**src/rtl/hsgs_term.sv**
```systemverilog
// module: shared multiply and round unit, coefficient times difference to Q16.16
module hsgs_term (
   input  logic               clock,
   input  logic signed [31:0] coef,
   input  logic signed [33:0] diff,
   output logic signed [49:0] term
);
   logic signed [65:0] prod_ff;
   logic signed [65:0] prod_in;
   logic               neg;
   logic        [65:0] mag;
   logic        [65:0] rnd;

   assign prod_in = 66'(coef) * 66'(diff);

   always_ff @(posedge clock) begin
      prod_ff <= prod_in;
   end

   always_comb begin
      neg  = prod_ff[65];
      mag  = neg ? 66'(-prod_ff) : prod_ff;
      rnd  = (mag + 66'h8000) >> 16;
      term = neg ? -50'(rnd) : 50'(rnd);
   end
endmodule

```
**config.mk**
```make
export PLATFORM = sky130hd
export DESIGN_NAME = hsgs_term
export DESIGN_NICKNAME = d
export VERILOG_FILES = /design/src/rtl/hsgs_term.sv
export SDC_FILE = /design/constraint.sdc
export NUM_CORES = 2
export LEC_CHECK = 0
export BUFFER_PORTS_ARGS = -buffer_cell sky130_fd_sc_hd__clkbuf_2
export CAP_MARGIN = 20
export CORE_AREA = 5 5 196 339
export CTS_CLUSTER_SIZE = 14
export DETAILED_ROUTE_END_ITERATION = 10
export DIE_AREA = 0 0 201 344
export GPL_TIMING_DRIVEN = 0
export HOLD_SLACK_MARGIN = 0.06
export PLACE_DENSITY = 0.88
export SLEW_MARGIN = 20
export SYNTH_ARGS = -nofsm -noshare
export SYNTH_HDL_FRONTEND = slang
export SYNTH_SLANG_ARGS = --single-unit
```
**constraint.sdc**
```tcl
create_clock -name clock -period 24.9 [get_ports clock]
set_input_delay 4.98 -clock clock [delete_from_list [all_inputs] [get_ports clock]]
set_output_delay 4.98 -clock clock [all_outputs]
set_load 0.01 [all_outputs]
```
==> results.cfg, run 1 <==
[floorplan]
die_w_um = 201
pin_count = 117
start_util_pct = 69.1
die_h_um = 344
core.rowCount = 122

[global_routing]
grt_util_all_layers_pct = 58.2
grt_pass1_wl_um = 286000
grt_overflow_total = 10
grt_max_degree = 25
grt_pass1_vias = 43100

[synth]
async_flop_share_pct = 0
synth_nets = 6213
yosysMostFrequentCell = fa_1
yosys_register_bits = 66
syn_avg_cell_area_um2 = 9.09
yosysWarnings = 0
synthCells = 4814
syn_area_um2 = 43800
synth_edf_count = 0
seq_area_frac_synth_pct = 3.02
yosysTopAreaCellShare_pct = 52.2
ys_top_cells_by_count = fa_1, inv_1, nand2_1, and2_1, clkbuf_1
synth_largest_area_cell = fa_1
synth_flop_cell = dfxtp_1
synth_area_leaders = fa_1, inv_1, and2_1
synth_cell_types = 92

[outcome]
flow.stopped_at = global routing
error = [ERROR GRT-0116] Global routing finished with congestion. Check the congestion regions in the DRC Viewer.
status = stopped before the end

[placed_design]
dp_hpwl_um = 147000
dpl.cell_count = 5727
gp_congestion = 1.13
port_buffers = 107

[clock_network]
cts_root_buf = clkbuf_16
numClockSinks = 66
post_cts_buffers = 0
cts_resized = 0
cts_buffers = 9
htreeDepth = 3
ctsHoldBuffers = 0
clockBufferDepth = 2
==> layer usage <==
metal  GRT overflow  global-route usage [%]
met1              0                    56.5
met2              5                    83.2
met3              0                    35.0
met4              5                    57.6
met5              0                    3.64
==> metrics by stage <==
stage | hold slack, ps | worst slack, ps | area, µm²
3_5_place_dp | 5460 | 9200 | 45300
2_1_floorplan | 5110 | 12110 | 43800
4_1_cts | 5100 | 8720 | 45600
3_3_place_gp | 5430 | 9370 | 45300
==> cell families after synthesis <==
kind of cell | synth area share (%)
multiplexers | 0.212
adder cells (fa/ha/maj) | 57.7
AND/OR/NAND/NOR | 18.6
AO/OA/AOI/OAI | 5.24
flip-flops | 3.02
buffers and inverters | 11.2
XOR/XNOR | 4.12
==> run 2, diff against run 1 <==
CORE_AREA = 5 5 337 339   (was 5 5 196 339)
CTS_CLUSTER_SIZE = unset   (was 14)
DIE_AREA = 0 0 342 344   (was 0 0 201 344)
HOLD_SLACK_MARGIN = unset   (was 0.06)
PLACE_DENSITY = unset   (was 0.88)
PLACE_DENSITY_LB_ADDON = 0.15   (was unset)
==> results.cfg, run 2 <==
[floorplan]
core_area_um2 = 110000
pin_count = 117
dieArea_um2 = 118000
core.rowCount = 122
die_h_um = 344
start_util_pct = 39.8
die_w_um = 342

[cells_and_area]
nNetsFinal = 6332
fill_cells = 11000
area_growth_pct = 6.33
reg_top3 = prod_ff x66
final-seq-area_um2 = 1320
largest_register_ffs = 66
max_flop_register = prod_ff
design_area_um2 = 46500
multi_input_area_um2 = 37600
finalNonFillerCells = 6434
final_common_cell = fa_1
layout_common_cells = fa_1, inv_1, nand2_1
drive_gt1_share_pct = 4.17

[critical_path]
startpoint = prod_ff[65]
crit_top_cell = clkbuf_1
critPathRequiredTime_ps = 19920
cp_data_arrival_time_ps = 12140
startpoint_type = register
endpoint_kind = primary output
critical_path_class = register to primary output
critPathMaxFanout = 10
crit_path_top_delay_cell = clkbuf_1
crit_path_max_incr_delay_ps = 670

[detailed_routing]
dr.first_iter.drc_count = 2880
drc = 0
dr.pass1.iters = 6
wl_um = 171000
routed-via-count = 34200
routedWlPerCell_um = 26.6
ant_nets = 0
viasPerCell = 5.32

[clock_network]
ctsHoldBuffers = 0
cts_resized = 0
cts_buffers = 9
post_cts_buffers = 0
cts_tree = yes
numClockSinks = 66
clk_pin_slew_ps = 50
clockBufferDepth = 2
cts_root_buf = clkbuf_16
htreeDepth = 3

[synth]
synth_largest_area_cell = fa_1
seq_area_frac_synth_pct = 3.02
synth_flop_cell = dfxtp_1
synth_edf_count = 0
yosysWarnings = 0
synth_cell_types = 92
yosysTopAreaCellShare_pct = 52.2
async_flop_share_pct = 0
syn_area_um2 = 43800
synthCells = 4814
syn_avg_cell_area_um2 = 9.09
ys_top_cells_by_count = fa_1, inv_1, nand2_1, and2_1, clkbuf_1
yosys_register_bits = 66
yosysMostFrequentCell = fa_1
synth_nets = 6213
synth_area_leaders = fa_1, inv_1, and2_1

[global_routing]
grt_util_all_layers_pct = 29.6
grt_antenna_before_repair = 12
grt_pass1_vias = 36400
grt_max_degree = 25
grt_overflow_total = 0
grt_pass1_wl_um = 253000

[outcome]
status = finished clean

[timing]
fin_crit_sh_pct = 68.8
rsz0062_at_grt = false
slew_violations = 0
worstMarginPinSlew_ps = 1230
report.final.hold_viol_count = 0
max_freq_mhz = 58.4
setup-violations-final = 0
max-slew-margin-rel_pct = 17.9
min_period_ps = 17120
tns_ps = 0

[worst_hold_path]
min-delay-start = diff[0]
hold_path.class = input pin to register

[placed_design]
dp_hpwl_um = 145000
gp_congestion = 0.982
dpl.cell_count = 6410
dpl_cell_area_um2 = 46200
port_buffers = 107

[flow_run]
maxCapViolCount = 0
-- run 2: cell counts after synthesis --
Identical to the previous run, type by type.
-- run 2: area by class of cell --
type / count / area share [%]
antenna: 8 / 0.0430
buffer: 265 / 2.26
clock buffer: 11 / 0.521
clock inverter: 5 / 0.167
inverter: 1028 / 8.29
multi-input combinational: 3455 / 80.7
sequential: 66 / 2.84
tap: 1488 / 4.00
timing repair buffer: 108 / 1.18
-- run 2: worst max-delay path, delay by kind of cell (launching register included) --
family	cells	cell delay, ps
xor gates and xnor gates	3	640
AOI/OAI and AO/OA	3	750
and+or+nand+nor	9	2870
buffers and inverters	15	6920
adders and majority gates	1	280
DFF	1	310
-- run 2: layer usage --
layer	routed length [µm]	track usage, %	up-vias
li1	-	-	14500
met5	26	0	-
met1	70700	39.8	17900
met2	75600	46.3	1540
met3	15500	6.46	321
met4	9370	12.7	4
-- run 2: cell families after synthesis --
kind of cell | after synthesis | share of synthesized area (%)
xor+xnor | 204 | 4.12
flops | 66 | 3.02
simple gates | 1570 | 18.6
fa+ha+maj | 1332 | 57.7
buf+inv | 1293 | 11.2
mux | 9 | 0.212
compound gates | 340 | 5.24
-- run 2: through the flow --
stage                     hold slack, ps  util [%]  setup WS, ps
after detailed placement            5410      42.0          8080
after CTS                           5050      42.3          7700
after global placement              5420      42.0          8120
final                               5100      42.3          7780
after global routing                5090      42.3          7030
after floorplan                     5110         -         12110
-- run 2: final timing paths --
check                        end  slack [ps]  depth (start not counted)
worst max-delay path    term[48]        7780                         31
worst min-delay path  prod_ff[0]        5100                          2
Power of run 2 is not shown: default switching activity piles up to over one toggle a cycle in this logic, so the estimate is an artifact.
